**src/hw/rtl/pswd_pkg.sv**
```systemverilog
// Shared types, constants and helper functions of the PNG stored-deflate writer.
`timescale 1ns / 1ps

package pswd_pkg;

	localparam int unsigned SIDE_W       = 14;
	localparam int unsigned MAX_SIDE     = 8192;
	localparam int unsigned COL_W        = 15;   // holds 3 * MAX_SIDE
	localparam int unsigned ROW_W        = 13;   // holds MAX_SIDE - 1
	localparam int unsigned RAW_W        = 28;   // raw zlib payload byte count
	localparam int unsigned BLOCKS_W     = 13;
	localparam int unsigned IDX_W        = 6;
	localparam int unsigned QUEUE_DEPTH  = 4;
	localparam int unsigned QPTR_W       = $clog2(QUEUE_DEPTH);
	localparam int unsigned QCNT_W       = $clog2(QUEUE_DEPTH + 1);
	localparam int unsigned CFG_ADDR_W   = 3;

	// Stored block payload limit; the block count math relies on 2^16 - 1.
	localparam int unsigned BLOCK_CAP    = 65535;
	localparam int unsigned ADLER_MOD    = 65521;
	// zlib header (2) plus Adler-32 trailer (4)
	localparam int unsigned IDAT_FIXED   = 6;

	localparam logic [31:0] CRC_POLY     = 32'hedb88320;
	localparam logic [31:0] CRC_INIT     = 32'hffffffff;

	// register index decoded from paddr[2]
	localparam logic REG_IMAGE_WIDTH  = 1'b0;
	localparam logic REG_IMAGE_HEIGHT = 1'b1;

	typedef struct packed {
		logic [7:0]        sample;
		logic              first;      // opens a new file
		logic              row_start;  // needs a filter byte in front
		logic              last;       // closes the file
		logic [SIDE_W-1:0] img_w;
		logic [SIDE_W-1:0] img_h;
	} item_t;

	typedef enum logic [2:0] {
		BK_IDLE,
		BK_HDR,
		BK_BLK,
		BK_RAW,
		BK_TRL
	} back_state_t;

	function automatic logic [SIDE_W-1:0] eff_side(input logic [SIDE_W-1:0] v);
		logic [SIDE_W-1:0] r;
		if (v == '0) begin
			r = SIDE_W'(1);
		end else if (v > SIDE_W'(MAX_SIDE)) begin
			r = SIDE_W'(MAX_SIDE);
		end else begin
			r = v;
		end
		return r;
	endfunction

	function automatic logic [31:0] crc32_byte(input logic [31:0] crc, input logic [7:0] data);
		logic [31:0] c;
		c = crc ^ {24'h000000, data};
		for (int k = 0; k < 8; k++) begin
			c = (c >> 1) ^ (CRC_POLY & {32{c[0]}});
		end
		return c;
	endfunction

endpackage

```
**src/hw/rtl/png_stored_deflate_writer_core.sv**
```systemverilog
// Top level of the PNG stored-deflate writer: register port, front end, queue and sequencer.
`timescale 1ns / 1ps

// Turns a raster stream of 8-bit RGB sample bytes into a complete PNG file.
// Input channel (in_valid / in_stall / sample_byte): one component byte per word,
// R,G,B per pixel, top row first. Output channel (out_valid / out_stall) carries
// file_byte with run_end on the last byte caused by an input word and file_end on
// the final IEND byte. image_width (0x0) and image_height (0x4) are set over the
// register port between files; writes while an image is in progress are dropped,
// and zero or oversized values are clamped to 1 and 8192.
// Timing: a word is accepted each cycle while the four-entry queue has room. The
// sequencer emits one byte per cycle unless stalled: 43 header bytes before the first
// image byte, then one byte per sample, one filter byte per row, 5 header bytes per
// stored block of up to 65535 raw bytes, and 20 trailer bytes after the last sample.
// A word for an idle sequencer is registered in queue, sequencer and output in turn.
// When the receiver stalls, the output word holds and the queue absorbs up to four
// input words before in_stall rises. Reset empties the queue, drops any partial
// file and sets both size registers to 1; the next word starts a new file.

module png_stored_deflate_writer_core (
	input  logic                            clk,
	input  logic                            arst_n,
	input  logic                            psel,
	input  logic                            penable,
	input  logic                            pwrite,
	input  logic [pswd_pkg::CFG_ADDR_W-1:0] paddr,
	input  logic [31:0]                     pwdata,
	output logic [31:0]                     prdata,
	output logic                            pready,
	input  logic                            in_valid,
	output logic                            in_stall,
	input  logic [7:0]                      sample_byte,
	output logic                            out_valid,
	input  logic                            out_stall,
	output logic [7:0]                      file_byte,
	output logic                            run_end,
	output logic                            file_end
);

	logic [pswd_pkg::SIDE_W-1:0] width_q;
	logic [pswd_pkg::SIDE_W-1:0] height_q;
	logic                        busy;
	logic                        cfg_wr;

	logic                        q_full;
	logic                        q_push;
	pswd_pkg::item_t             q_in;
	logic                        q_valid;
	logic                        q_pop;
	pswd_pkg::item_t             q_out;

	assign pready = 1'b1;
	assign cfg_wr = psel && penable && pwrite;

	always_comb begin
		case (paddr[2])
			pswd_pkg::REG_IMAGE_WIDTH:  prdata = {18'h00000, width_q};
			pswd_pkg::REG_IMAGE_HEIGHT: prdata = {18'h00000, height_q};
			default:                    prdata = 32'h00000000;
		endcase
	end

	always_ff @(posedge clk or negedge arst_n) begin
		if (!arst_n) begin
			width_q  <= pswd_pkg::SIDE_W'(1);
			height_q <= pswd_pkg::SIDE_W'(1);
		end else if (cfg_wr && !busy) begin
			case (paddr[2])
				pswd_pkg::REG_IMAGE_WIDTH:  width_q  <= pwdata[pswd_pkg::SIDE_W-1:0];
				pswd_pkg::REG_IMAGE_HEIGHT: height_q <= pwdata[pswd_pkg::SIDE_W-1:0];
				default:                    width_q  <= width_q;
			endcase
		end
	end

	pswd_front u_front (
		.clk         (clk),
		.arst_n      (arst_n),
		.in_valid    (in_valid),
		.sample_byte (sample_byte),
		.in_stall    (in_stall),
		.cfg_w       (width_q),
		.cfg_h       (height_q),
		.busy        (busy),
		.q_full      (q_full),
		.q_push      (q_push),
		.q_item      (q_in)
	);

	pswd_queue u_queue (
		.clk       (clk),
		.arst_n    (arst_n),
		.push      (q_push),
		.push_item (q_in),
		.full      (q_full),
		.pop       (q_pop),
		.valid     (q_valid),
		.item      (q_out)
	);

	pswd_back u_back (
		.clk       (clk),
		.arst_n    (arst_n),
		.q_valid   (q_valid),
		.q_item    (q_out),
		.q_pop     (q_pop),
		.out_valid (out_valid),
		.out_stall (out_stall),
		.file_byte (file_byte),
		.run_end   (run_end),
		.file_end  (file_end)
	);

	// sequencer never pulls from an empty queue
	a_pop_nonempty: assert property (@(posedge clk) disable iff (!arst_n)
		q_pop |-> q_valid)
		else $error("queue popped while empty");

	// image size is frozen while a file is in progress
	a_size_frozen: assert property (@(posedge clk) disable iff (!arst_n)
		(cfg_wr && busy) |=> ($stable(width_q) && $stable(height_q)))
		else $error("size register changed during an image");

	// the IEND byte always closes the run of its input word
	a_end_closes_run: assert property (@(posedge clk) disable iff (!arst_n)
		(out_valid && file_end) |-> run_end)
		else $error("file_end without run_end");

endmodule

```
**src/hw/rtl/pswd_front.sv**
```systemverilog
// Front end: accepts sample bytes and tags them with file, row and end-of-file marks.
`timescale 1ns / 1ps

module pswd_front (
	input  logic                          clk,
	input  logic                          arst_n,
	input  logic                          in_valid,
	input  logic [7:0]                    sample_byte,
	output logic                          in_stall,
	input  logic [pswd_pkg::SIDE_W-1:0]   cfg_w,
	input  logic [pswd_pkg::SIDE_W-1:0]   cfg_h,
	output logic                          busy,
	input  logic                          q_full,
	output logic                          q_push,
	output pswd_pkg::item_t               q_item
);

	logic [pswd_pkg::COL_W-1:0]  col_q;
	logic [pswd_pkg::ROW_W-1:0]  row_q;
	logic                        busy_q;

	logic [pswd_pkg::SIDE_W-1:0] w_eff;
	logic [pswd_pkg::SIDE_W-1:0] h_eff;
	logic [pswd_pkg::SIDE_W-1:0] h_m1;
	logic [pswd_pkg::COL_W-1:0]  row_len;
	logic                        end_col;
	logic                        last_byte;

	// size registers cannot change while busy, so no latching is needed here
	assign w_eff     = pswd_pkg::eff_side(cfg_w);
	assign h_eff     = pswd_pkg::eff_side(cfg_h);
	assign h_m1      = h_eff - pswd_pkg::SIDE_W'(1);
	assign row_len   = ({1'b0, w_eff} << 1) + {1'b0, w_eff};
	assign end_col   = (col_q == row_len - pswd_pkg::COL_W'(1));
	assign last_byte = end_col && (row_q == h_m1[pswd_pkg::ROW_W-1:0]);

	assign in_stall = q_full;
	assign q_push   = in_valid && !q_full;
	assign busy     = busy_q;

	always_comb begin
		q_item.sample    = sample_byte;
		q_item.first     = !busy_q;
		q_item.row_start = (col_q == '0);
		q_item.last      = last_byte;
		q_item.img_w     = w_eff;
		q_item.img_h     = h_eff;
	end

	always_ff @(posedge clk or negedge arst_n) begin
		if (!arst_n) begin
			col_q  <= '0;
			row_q  <= '0;
			busy_q <= 1'b0;
		end else if (q_push) begin
			if (last_byte) begin
				col_q  <= '0;
				row_q  <= '0;
				busy_q <= 1'b0;
			end else begin
				busy_q <= 1'b1;
				if (end_col) begin
					col_q <= '0;
					row_q <= row_q + pswd_pkg::ROW_W'(1);
				end else begin
					col_q <= col_q + pswd_pkg::COL_W'(1);
				end
			end
		end
	end

endmodule

```
**src/hw/rtl/pswd_queue.sv**
```systemverilog
// Short word queue between the front end and the stream sequencer.
`timescale 1ns / 1ps

module pswd_queue (
	input  logic            clk,
	input  logic            arst_n,
	input  logic            push,
	input  pswd_pkg::item_t push_item,
	output logic            full,
	input  logic            pop,
	output logic            valid,
	output pswd_pkg::item_t item
);

	pswd_pkg::item_t             slot_q [pswd_pkg::QUEUE_DEPTH];
	logic [pswd_pkg::QPTR_W-1:0] wr_q;
	logic [pswd_pkg::QPTR_W-1:0] rd_q;
	logic [pswd_pkg::QCNT_W-1:0] cnt_q;

	assign full  = (cnt_q == pswd_pkg::QCNT_W'(pswd_pkg::QUEUE_DEPTH));
	assign valid = (cnt_q != '0);
	assign item  = slot_q[rd_q];

	always_ff @(posedge clk) begin
		if (push) begin
			slot_q[wr_q] <= push_item;
		end
	end

	always_ff @(posedge clk or negedge arst_n) begin
		if (!arst_n) begin
			wr_q  <= '0;
			rd_q  <= '0;
			cnt_q <= '0;
		end else begin
			if (push) begin
				wr_q <= (wr_q == pswd_pkg::QPTR_W'(pswd_pkg::QUEUE_DEPTH - 1)) ?
					'0 : wr_q + pswd_pkg::QPTR_W'(1);
			end
			if (pop) begin
				rd_q <= (rd_q == pswd_pkg::QPTR_W'(pswd_pkg::QUEUE_DEPTH - 1)) ?
					'0 : rd_q + pswd_pkg::QPTR_W'(1);
			end
			case ({push, pop})
				2'b10:   cnt_q <= cnt_q + pswd_pkg::QCNT_W'(1);
				2'b01:   cnt_q <= cnt_q - pswd_pkg::QCNT_W'(1);
				default: cnt_q <= cnt_q;
			endcase
		end
	end

endmodule

```
**src/hw/rtl/pswd_back.sv**
```systemverilog
// Stream sequencer: emits PNG headers, stored blocks, checksums and IEND a byte at a time.
`timescale 1ns / 1ps

module pswd_back (
	input  logic            clk,
	input  logic            arst_n,
	input  logic            q_valid,
	input  pswd_pkg::item_t q_item,
	output logic            q_pop,
	output logic            out_valid,
	input  logic            out_stall,
	output logic [7:0]      file_byte,
	output logic            run_end,
	output logic            file_end
);

	localparam logic [pswd_pkg::IDX_W-1:0] HDR_IHDR_TAG = 6'd12;
	localparam logic [pswd_pkg::IDX_W-1:0] HDR_IHDR_END = 6'd28;
	localparam logic [pswd_pkg::IDX_W-1:0] HDR_IDAT_TAG = 6'd37;
	localparam logic [pswd_pkg::IDX_W-1:0] HDR_LAST     = 6'd42;
	localparam logic [pswd_pkg::IDX_W-1:0] BLK_LAST     = 6'd4;
	localparam logic [pswd_pkg::IDX_W-1:0] TRL_ADLER_END = 6'd3;
	localparam logic [pswd_pkg::IDX_W-1:0] TRL_IEND_TAG = 6'd12;
	localparam logic [pswd_pkg::IDX_W-1:0] TRL_IEND_END = 6'd15;
	localparam logic [pswd_pkg::IDX_W-1:0] TRL_LAST     = 6'd19;

	pswd_pkg::back_state_t       st_q, st_nx;
	logic [pswd_pkg::IDX_W-1:0]  idx_q, idx_nx;

	logic [7:0]                  cur_byte_q;
	logic                        filt_q, filt_nx;
	logic                        last_q;
	logic [pswd_pkg::SIDE_W-1:0] w_q;
	logic [pswd_pkg::SIDE_W-1:0] h_q;
	logic [pswd_pkg::RAW_W-1:0]  raw_left_q, raw_left_d;
	logic [15:0]                 block_left_q, block_left_d;
	logic [15:0]                 adler_lo_q, adler_hi_q;
	logic [31:0]                 crc_q;

	logic [pswd_pkg::RAW_W-1:0]    raw_s1;
	logic [pswd_pkg::BLOCKS_W-1:0] blocks_s2;
	logic [31:0]                   idat_s3;

	logic                        ovalid_q;
	logic [7:0]                  obyte_q;
	logic                        orun_q;
	logic                        oend_q;

	logic                        can_go;
	logic                        emit;
	logic                        step;
	logic                        item_done;
	logic [7:0]                  obyte_d;
	logic                        crc_en;
	logic                        crc_rst;
	logic                        raw_en;
	logic                        adler_rst;
	logic                        run_d;
	logic                        end_d;
	pswd_pkg::back_state_t       st_d;
	logic [pswd_pkg::IDX_W-1:0]  idx_d;
	logic                        filt_d;

	logic [15:0]                 blk_n;
	logic                        blk_final;
	logic [31:0]                 crc_base;
	logic [31:0]                 crc_nx;
	logic [31:0]                 crc_out;
	logic [16:0]                 lo_sum, hi_sum;
	logic [15:0]                 lo_nx, hi_nx;
	logic [7:0]                  hdr_b;
	logic [7:0]                  trl_b;

	logic [pswd_pkg::COL_W-1:0]  w3p1;
	logic [28:0]                 prod;
	logic [28:0]                 blk_x;
	logic [pswd_pkg::BLOCKS_W-1:0] blk_q0;
	logic [16:0]                 blk_r;

	// IDAT length: raw bytes, 5 per each of ceil(raw / 65535) blocks, fixed overhead.
	// Ready long before the length field goes out (header position 33).
	assign w3p1  = ({1'b0, w_q} << 1) + {1'b0, w_q} + pswd_pkg::COL_W'(1);
	assign prod  = h_q * w3p1;
	assign blk_x = {1'b0, raw_s1} + 29'(pswd_pkg::BLOCK_CAP - 1);
	assign blk_q0 = blk_x[28:16];
	// x = q0 * 65535 + (q0 + low half); the remainder term stays below 2 * 65535
	assign blk_r = {1'b0, blk_x[15:0]} + {4'h0, blk_q0};

	always_ff @(posedge clk) begin
		raw_s1    <= prod[pswd_pkg::RAW_W-1:0];
		blocks_s2 <= blk_q0 + ((blk_r >= 17'(pswd_pkg::BLOCK_CAP)) ?
			pswd_pkg::BLOCKS_W'(1) : pswd_pkg::BLOCKS_W'(0));
		idat_s3   <= ({19'h0, blocks_s2} << 2) + {19'h0, blocks_s2} + {4'h0, raw_s1}
			+ 32'(pswd_pkg::IDAT_FIXED);
	end

	// stored block header fields
	assign blk_final = (raw_left_q <= pswd_pkg::RAW_W'(pswd_pkg::BLOCK_CAP));
	assign blk_n     = blk_final ? raw_left_q[15:0] : 16'(pswd_pkg::BLOCK_CAP);
	assign crc_out   = ~crc_q;

	always_comb begin
		case (idx_q)
			6'd0:    hdr_b = 8'd137;
			6'd1:    hdr_b = 8'd80;
			6'd2:    hdr_b = 8'd78;
			6'd3:    hdr_b = 8'd71;
			6'd4:    hdr_b = 8'd13;
			6'd5:    hdr_b = 8'd10;
			6'd6:    hdr_b = 8'd26;
			6'd7:    hdr_b = 8'd10;
			6'd11:   hdr_b = 8'd13;           // IHDR length
			6'd12:   hdr_b = 8'h49;           // I
			6'd13:   hdr_b = 8'h48;           // H
			6'd14:   hdr_b = 8'h44;           // D
			6'd15:   hdr_b = 8'h52;           // R
			6'd18:   hdr_b = {2'b00, w_q[13:8]};
			6'd19:   hdr_b = w_q[7:0];
			6'd22:   hdr_b = {2'b00, h_q[13:8]};
			6'd23:   hdr_b = h_q[7:0];
			6'd24:   hdr_b = 8'd8;            // bit depth
			6'd25:   hdr_b = 8'd2;            // truecolor
			6'd29:   hdr_b = crc_out[31:24];
			6'd30:   hdr_b = crc_out[23:16];
			6'd31:   hdr_b = crc_out[15:8];
			6'd32:   hdr_b = crc_out[7:0];
			6'd33:   hdr_b = idat_s3[31:24];
			6'd34:   hdr_b = idat_s3[23:16];
			6'd35:   hdr_b = idat_s3[15:8];
			6'd36:   hdr_b = idat_s3[7:0];
			6'd37:   hdr_b = 8'h49;           // I
			6'd38:   hdr_b = 8'h44;           // D
			6'd39:   hdr_b = 8'h41;           // A
			6'd40:   hdr_b = 8'h54;           // T
			6'd41:   hdr_b = 8'h78;           // zlib CMF
			6'd42:   hdr_b = 8'h01;           // zlib FLG
			default: hdr_b = 8'h00;
		endcase
	end

	always_comb begin
		case (idx_q)
			6'd0:    trl_b = adler_hi_q[15:8];
			6'd1:    trl_b = adler_hi_q[7:0];
			6'd2:    trl_b = adler_lo_q[15:8];
			6'd3:    trl_b = adler_lo_q[7:0];
			6'd4:    trl_b = crc_out[31:24];
			6'd5:    trl_b = crc_out[23:16];
			6'd6:    trl_b = crc_out[15:8];
			6'd7:    trl_b = crc_out[7:0];
			6'd12:   trl_b = 8'h49;           // I
			6'd13:   trl_b = 8'h45;           // E
			6'd14:   trl_b = 8'h4e;           // N
			6'd15:   trl_b = 8'h44;           // D
			6'd16:   trl_b = crc_out[31:24];
			6'd17:   trl_b = crc_out[23:16];
			6'd18:   trl_b = crc_out[15:8];
			6'd19:   trl_b = crc_out[7:0];
			default: trl_b = 8'h00;
		endcase
	end

	assign can_go = !ovalid_q || !out_stall;
	assign step   = emit && can_go;

	// next state and outputs
	always_comb begin
		st_d         = st_q;
		idx_d        = idx_q;
		filt_d       = filt_q;
		emit         = 1'b0;
		obyte_d      = 8'h00;
		crc_en       = 1'b0;
		crc_rst      = 1'b0;
		raw_en       = 1'b0;
		adler_rst    = 1'b0;
		item_done    = 1'b0;
		run_d        = 1'b0;
		end_d        = 1'b0;
		raw_left_d   = raw_left_q;
		block_left_d = block_left_q;

		case (st_q)
			pswd_pkg::BK_IDLE: begin
				emit = 1'b0;
			end
			pswd_pkg::BK_HDR: begin
				emit    = 1'b1;
				obyte_d = hdr_b;
				crc_en  = (idx_q >= HDR_IHDR_TAG && idx_q <= HDR_IHDR_END) ||
					(idx_q >= HDR_IDAT_TAG);
				crc_rst = (idx_q == HDR_IHDR_TAG) || (idx_q == HDR_IDAT_TAG);
				if (idx_q == HDR_LAST) begin
					st_d         = pswd_pkg::BK_BLK;
					idx_d        = '0;
					raw_left_d   = raw_s1;
					block_left_d = '0;
					adler_rst    = 1'b1;
				end else begin
					idx_d = idx_q + pswd_pkg::IDX_W'(1);
				end
			end
			pswd_pkg::BK_BLK: begin
				emit   = 1'b1;
				crc_en = 1'b1;
				case (idx_q)
					6'd0:    obyte_d = {7'h00, blk_final};
					6'd1:    obyte_d = blk_n[7:0];
					6'd2:    obyte_d = blk_n[15:8];
					6'd3:    obyte_d = ~blk_n[7:0];
					default: obyte_d = ~blk_n[15:8];
				endcase
				if (idx_q == BLK_LAST) begin
					st_d         = pswd_pkg::BK_RAW;
					idx_d        = '0;
					block_left_d = blk_n;
				end else begin
					idx_d = idx_q + pswd_pkg::IDX_W'(1);
				end
			end
			pswd_pkg::BK_RAW: begin
				emit         = 1'b1;
				crc_en       = 1'b1;
				raw_en       = 1'b1;
				obyte_d      = filt_q ? 8'h00 : cur_byte_q;
				block_left_d = block_left_q - 16'd1;
				raw_left_d   = raw_left_q - pswd_pkg::RAW_W'(1);
				idx_d        = '0;
				if (filt_q) begin
					filt_d = 1'b0;
					st_d   = (block_left_d == '0) ? pswd_pkg::BK_BLK : pswd_pkg::BK_RAW;
				end else if (last_q) begin
					st_d = pswd_pkg::BK_TRL;
				end else begin
					item_done = 1'b1;
					run_d     = 1'b1;
					st_d      = pswd_pkg::BK_IDLE;
				end
			end
			pswd_pkg::BK_TRL: begin
				emit    = 1'b1;
				obyte_d = trl_b;
				crc_en  = (idx_q <= TRL_ADLER_END) ||
					(idx_q >= TRL_IEND_TAG && idx_q <= TRL_IEND_END);
				crc_rst = (idx_q == TRL_IEND_TAG);
				if (idx_q == TRL_LAST) begin
					item_done = 1'b1;
					run_d     = 1'b1;
					end_d     = 1'b1;
					st_d      = pswd_pkg::BK_IDLE;
					idx_d     = '0;
				end else begin
					idx_d = idx_q + pswd_pkg::IDX_W'(1);
				end
			end
			default: begin
				st_d = pswd_pkg::BK_IDLE;
			end
		endcase

		// take the next word as soon as the current one finishes
		q_pop = q_valid && ((st_q == pswd_pkg::BK_IDLE) || (step && item_done));

		if (q_pop) begin
			idx_nx  = '0;
			filt_nx = q_item.row_start;
			if (q_item.first) begin
				st_nx = pswd_pkg::BK_HDR;
			end else if (block_left_d == '0) begin
				st_nx = pswd_pkg::BK_BLK;
			end else begin
				st_nx = pswd_pkg::BK_RAW;
			end
		end else if (step) begin
			st_nx   = st_d;
			idx_nx  = idx_d;
			filt_nx = filt_d;
		end else begin
			st_nx   = st_q;
			idx_nx  = idx_q;
			filt_nx = filt_q;
		end
	end

	assign crc_base = crc_rst ? pswd_pkg::CRC_INIT : crc_q;
	assign crc_nx   = pswd_pkg::crc32_byte(crc_base, obyte_d);

	assign lo_sum = {1'b0, adler_lo_q} + {9'h000, obyte_d};
	assign lo_nx  = (lo_sum >= 17'(pswd_pkg::ADLER_MOD)) ?
		16'(lo_sum - 17'(pswd_pkg::ADLER_MOD)) : lo_sum[15:0];
	assign hi_sum = {1'b0, adler_hi_q} + {1'b0, lo_nx};
	assign hi_nx  = (hi_sum >= 17'(pswd_pkg::ADLER_MOD)) ?
		16'(hi_sum - 17'(pswd_pkg::ADLER_MOD)) : hi_sum[15:0];

	always_ff @(posedge clk or negedge arst_n) begin
		if (!arst_n) begin
			st_q     <= pswd_pkg::BK_IDLE;
			idx_q    <= '0;
			ovalid_q <= 1'b0;
		end else begin
			st_q  <= st_nx;
			idx_q <= idx_nx;
			if (can_go) begin
				ovalid_q <= emit;
			end
		end
	end

	always_ff @(posedge clk) begin
		filt_q <= filt_nx;
		if (q_pop) begin
			cur_byte_q <= q_item.sample;
			last_q     <= q_item.last;
			if (q_item.first) begin
				w_q <= q_item.img_w;
				h_q <= q_item.img_h;
			end
		end
		if (step) begin
			obyte_q      <= obyte_d;
			orun_q       <= run_d;
			oend_q       <= end_d;
			raw_left_q   <= raw_left_d;
			block_left_q <= block_left_d;
			if (crc_en) begin
				crc_q <= crc_nx;
			end
			if (adler_rst) begin
				adler_lo_q <= 16'd1;
				adler_hi_q <= 16'd0;
			end else if (raw_en) begin
				adler_lo_q <= lo_nx;
				adler_hi_q <= hi_nx;
			end
		end
	end

	assign out_valid = ovalid_q;
	assign file_byte = obyte_q;
	assign run_end   = orun_q;
	assign file_end  = oend_q;

endmodule
```
**config.mk**
```make
export PLATFORM = sky130hd
export DESIGN_NAME = png_stored_deflate_writer_core
export DESIGN_NICKNAME = d
export VERILOG_FILES = /design/src/hw/rtl/pswd_pkg.sv /design/src/hw/rtl/png_stored_deflate_writer_core.sv /design/src/hw/rtl/pswd_front.sv /design/src/hw/rtl/pswd_queue.sv /design/src/hw/rtl/pswd_back.sv
export SDC_FILE = /design/constraint.sdc
export NUM_CORES = 2
export LEC_CHECK = 0
export ABC_AREA = 1
export ABC_CLOCK_PERIOD_IN_PS = 6500
export BUFFER_PORTS_ARGS = -buffer_cell sky130_fd_sc_hd__clkbuf_2
export CELL_PAD_IN_SITES_DETAIL_PLACEMENT = 1
export CELL_PAD_IN_SITES_GLOBAL_PLACEMENT = 1
export CORE_MARGIN = 3
export CORE_UTILIZATION = 35
export CTS_CLUSTER_DIAMETER = 200
export DETAILED_ROUTE_END_ITERATION = 8
export PLACE_DENSITY_LB_ADDON = 0.1
export SKIP_LAST_GASP = 1
export SYNTH_ARGS = -nofsm -noshare
export SYNTH_HDL_FRONTEND = slang
export SYNTH_SLANG_ARGS = --single-unit
```
**constraint.sdc**
```tcl
create_clock -name clk -period 6.5 [get_ports clk]
set_clock_uncertainty 0.05 [all_clocks]
set_input_delay 0.325 -clock clk [delete_from_list [all_inputs] [get_ports clk]]
set_output_delay 0.325 -clock clk [all_outputs]
set_load 0.03 [all_outputs]
```
==> flow_metrics.env <==
export IMPL_critPathSlowestCell="fa_2"
export IMPL_worst_setup_path_start_kind="flip-flop"
export IMPL_grt_pass1_wl_mm=196
export IMPL_wl_mm=128
export IMPL_hpwl_mm=99.0
export IMPL_fmax_mhz=143
export IMPL_die_h_um=326
export IMPL_cp_arrival_ns=7.46
export IMPL_post_route_drc_count=0
export IMPL_route_met3_wl_mm=5.33
export IMPL_tns_ns=-6.51
export IMPL_cts_buffer_depth=3
export IMPL_ios=95
export IMPL_rsz0062_at_grt="true"
export IMPL_finalSetupViolations=28
export IMPL_synth_edff_count=312
export IMPL_vias_per_cell=4.95
export IMPL_initial_utilization=0.356
export IMPL_wl_met1_mm=58.2
export IMPL_synth_cells=4456
export IMPL_crit_type="reg2reg"
export IMPL_numCtsBuffers=56
export IMPL_drt_first_pass_iters=5
export IMPL_avgSynthCellArea_um2=8.06
export IMPL_slowest_delay_ns=0.61
export IMPL_cp_end_kind="flip-flop"
export IMPL_leakagePower_nw=22.0
export IMPL_nNetsFinal=5557
export IMPL_max_slew_margin_rel=0.223
export IMPL_dieWidth_um=326
export IMPL_required_ns=6.98
export IMPL_core_um2=101000
export IMPL_root_buffer="clkbuf_16"
export IMPL_ys_seq_elements=456
export IMPL_cts_tree="yes"
export IMPL_async_flop_share=0.162
export IMPL_synth_cell_type_count=67
export IMPL_final_util=0.461
export IMPL_antenna_found_initial=0
export IMPL_die_area_um2=107000
export IMPL_cap_viol_max_count=0
export IMPL_ir_drop_mv=0.201
export IMPL_hold_viol_final=0
export IMPL_crit_path_max_fanout=7
export IMPL_grt_pass1_vias=33900
export IMPL_synth_top_area_share=0.261
export IMPL_whs_ns=0.0827
export IMPL_ys_flop_type="edfxtp_1"
export IMPL_ys_top_cells_by_area="edfxtp_1 26%, nand2_1 10%, fa_1 8.9%"
export IMPL_drive_above_1_share=0.238
export IMPL_power_mw=7.44
export IMPL_finalCritPeriodShare=1.07
export IMPL_finalCriticalPeriod_ns=6.97
export IMPL_insertion_delay_ns=0.66
export IMPL_area_delta_synth_final_pct=29.3
export IMPL_routed_top_layer="met4"
export IMPL_crit_top_cell="fa_1"
export IMPL_critPathBufInv=6
export IMPL_track_usage=0.236
export IMPL_status="complete, but fails checks"
export IMPL_netlist_area_um2=35900
export IMPL_path_clk_slew_ns=0.07
export IMPL_tightest_slew_ns=1.16
export IMPL_rows=116
export IMPL_clock_sinks=456
export IMPL_fin_ws_ns=-0.473
export IMPL_drt_wirelength_per_cell_um=19.6
export IMPL_startpoint="u_back.w_q[2]"
export IMPL_drt_iter0_markers=1763
export IMPL_antenna_diode_count=0
export IMPL_gp_congestion=0.922
export IMPL_powerDensity_nw_per_um2=160
export IMPL_synth_top_area_cell="edfxtp_1"
export IMPL_postRouteAntennaNets=0
export IMPL_io_buffers=55
export IMPL_ys_seq_area_frac=0.351
export IMPL_violations="negative setup slack"
export IMPL_cts_max_level=2
export IMPL_vias=32200
export IMPL_wl_met2_mm=60.6
export IMPL_crit_family="adder cells"
export IMPL_report_final_slew_viol_count=0
export IMPL_overflow=0
export IMPL_yosys_warnings=0
export IMPL_hp_class="in2async"
export IMPL_grt_max_degree=80
export IMPL_r2r_start="u_back.w_q[2]"
[through the flow]
stage	instance area (um2)	instances	setup WS, ns
after floorplan	36100	4473	-0.0313
after global placement	41600	6284	-0.794
after detailed placement	41600	6284	-0.884
after CTS	45100	6464	-0.384
after global routing	46500	6513	-0.783
final	46500	6513	-0.473
[where the power goes]
group          switching [mW]  internal [mW]
logic                   0.672          0.350
registers              0.0410           3.15
clock network            1.33           1.90
total                    2.04           5.40
[state kept, by name (all words and copies together), names as in the netlist, 2 cells and up]
name / count
u_queue.cnt_q: 3
u_queue.rd_q: 2
u_queue.slot_q: 156
u_front.row_q: 13
u_back.raw_s1: 28
width_q: 14
u_back.block_left_q: 16
u_queue.wr_q: 2
u_back.idat_s3: 29
u_back.st_q: 3
height_q: 14
u_back.cur_byte_q: 8
u_back.idx_q: 6
u_back.w_q: 14
u_back.crc_q: 32
u_back.file_byte: 8
u_back.adler_hi_q: 16
u_back.raw_left_q: 28
u_back.adler_lo_q: 16
u_front.col_q: 15
u_back.blocks_s2: 13
u_back.h_q: 14
[routing by layer]
layer / global-route usage / up-vias
met4: 0.0655 / 0
met5: 0 / -
met3: 0.0286 / 166
met2: 0.399 / 546
met1: 0.317 / 15800
li1: - / 15700
[worst reg2reg max path: cells and delay by family (launching register included)]
kind | cells | cell delay [ns]
DFF | 1 | 0.52
AOI/OAI and AO/OA | 9 | 1.31
xor gates and xnor gates | 2 | 0.36
buffers and inverters | 6 | 0.55
and+or+nand+nor | 6 | 0.38
adders and majority gates | 8 | 3.69
[cell type report]
cell class	instances	area, um2
clock buffers	75	1570
clock inverters	26	314
fillers	12100	54400
inverters	687	2610
multi-input cells	3206	22100
flip-flops and latches	456	12600
well taps	1357	1700
repair buffers	706	5570
[cell usage after synthesis (6+ instances only)]
| cell | n |
|---|---|
| nand2_1 | 995 |
| inv_1 | 661 |
| nor2_1 | 518 |
| edfxtp_1 | 312 |
| ha_1 | 235 |
| o21ai_0 | 229 |
| xor2_1 | 217 |
| nand3_1 | 208 |
| fa_1 | 159 |
| a21oi_1 | 154 |
| clkbuf_1 | 73 |
| dfrtp_1 | 72 |
| dfxtp_1 | 70 |
| nand4_1 | 70 |
| xnor2_1 | 53 |
| o22ai_1 | 46 |
| nor3_1 | 45 |
| buf_4 | 31 |
| nand2_2 | 25 |
| nand3b_1 | 24 |
| nor2_2 | 18 |
| inv_2 | 17 |
| nor4_1 | 16 |
| or2_2 | 14 |
| buf_2 | 13 |
| o221ai_1 | 13 |
| o211ai_1 | 12 |
| a31oi_1 | 11 |
| o21ai_1 | 11 |
| o21bai_1 | 11 |
| nand3_2 | 10 |
| a21o_1 | 9 |
| clkinv_1 | 8 |
| nor2_4 | 8 |
| a211oi_1 | 7 |
| nand2_4 | 7 |
| and3_1 | 6 |
| buf_6 | 6 |
[worst paths after layout]
check	cells after the start	to	slack (ns)
worst max-delay path	31	u_back.raw_s1[25]	-0.47
worst min-delay path	2	u_queue.cnt_q[1]	0.08
worst max register to register	31	u_back.raw_s1[25]	-0.47
worst min register to register	2	width_q[2]	0.44
max in group asynchronous	3	width_q[10]	5.17
min in group clk	5	u_front.busy	0.11
[cells in the final DEF, fill, tap and decap left out, types with 26 or more instances in the layout]
master | synthesis | final
xor2_1 | 217 | 203
a21oi_1 | 154 | 110
fa_1 | 159 | 152
nor3_1 | 45 | 41
buf_4 | 31 | 578
a21oi_2 | 3 | 36
ha_4 | 0 | 43
ha_1 | 235 | 192
nand3_1 | 208 | 173
edfxtp_1 | 312 | 312
nand4_1 | 70 | 70
nand2_1 | 995 | 923
nor2_1 | 518 | 476
o22ai_1 | 46 | 44
xnor2_1 | 53 | 47
o21ai_0 | 229 | 211
nand2_2 | 25 | 75
dfrtp_1 | 72 | 67
buf_6 | 6 | 33
nor2_2 | 18 | 44
dfxtp_1 | 70 | 70
clkbuf_2 | 0 | 54
inv_1 | 661 | 629
nand3_2 | 10 | 39
clkbuf_16 | 0 | 57
nand2_4 | 7 | 26
inv_2 | 17 | 46
[cells by family after synthesis]
family	Yosys count	synth area share
AOI/OAI and AO/OA	540	0.0849
other	2	0.000209
and+or+nand+nor	1978	0.236
DFF	456	0.351
adders and majority gates	394	0.170
xor gates and xnor gates	273	0.0672
buffers and inverters	813	0.0900
[timing repair]
action,CTS,global route
buffers inserted,54,54
resized for setup,209,224
hold endpoints to repair,76,0
cloned,3,0
hold buffers,24,0
pin swaps,112,160
endpoints found under the setup margin,32,34
Note: power is estimated with default switching activity, not from simulation.
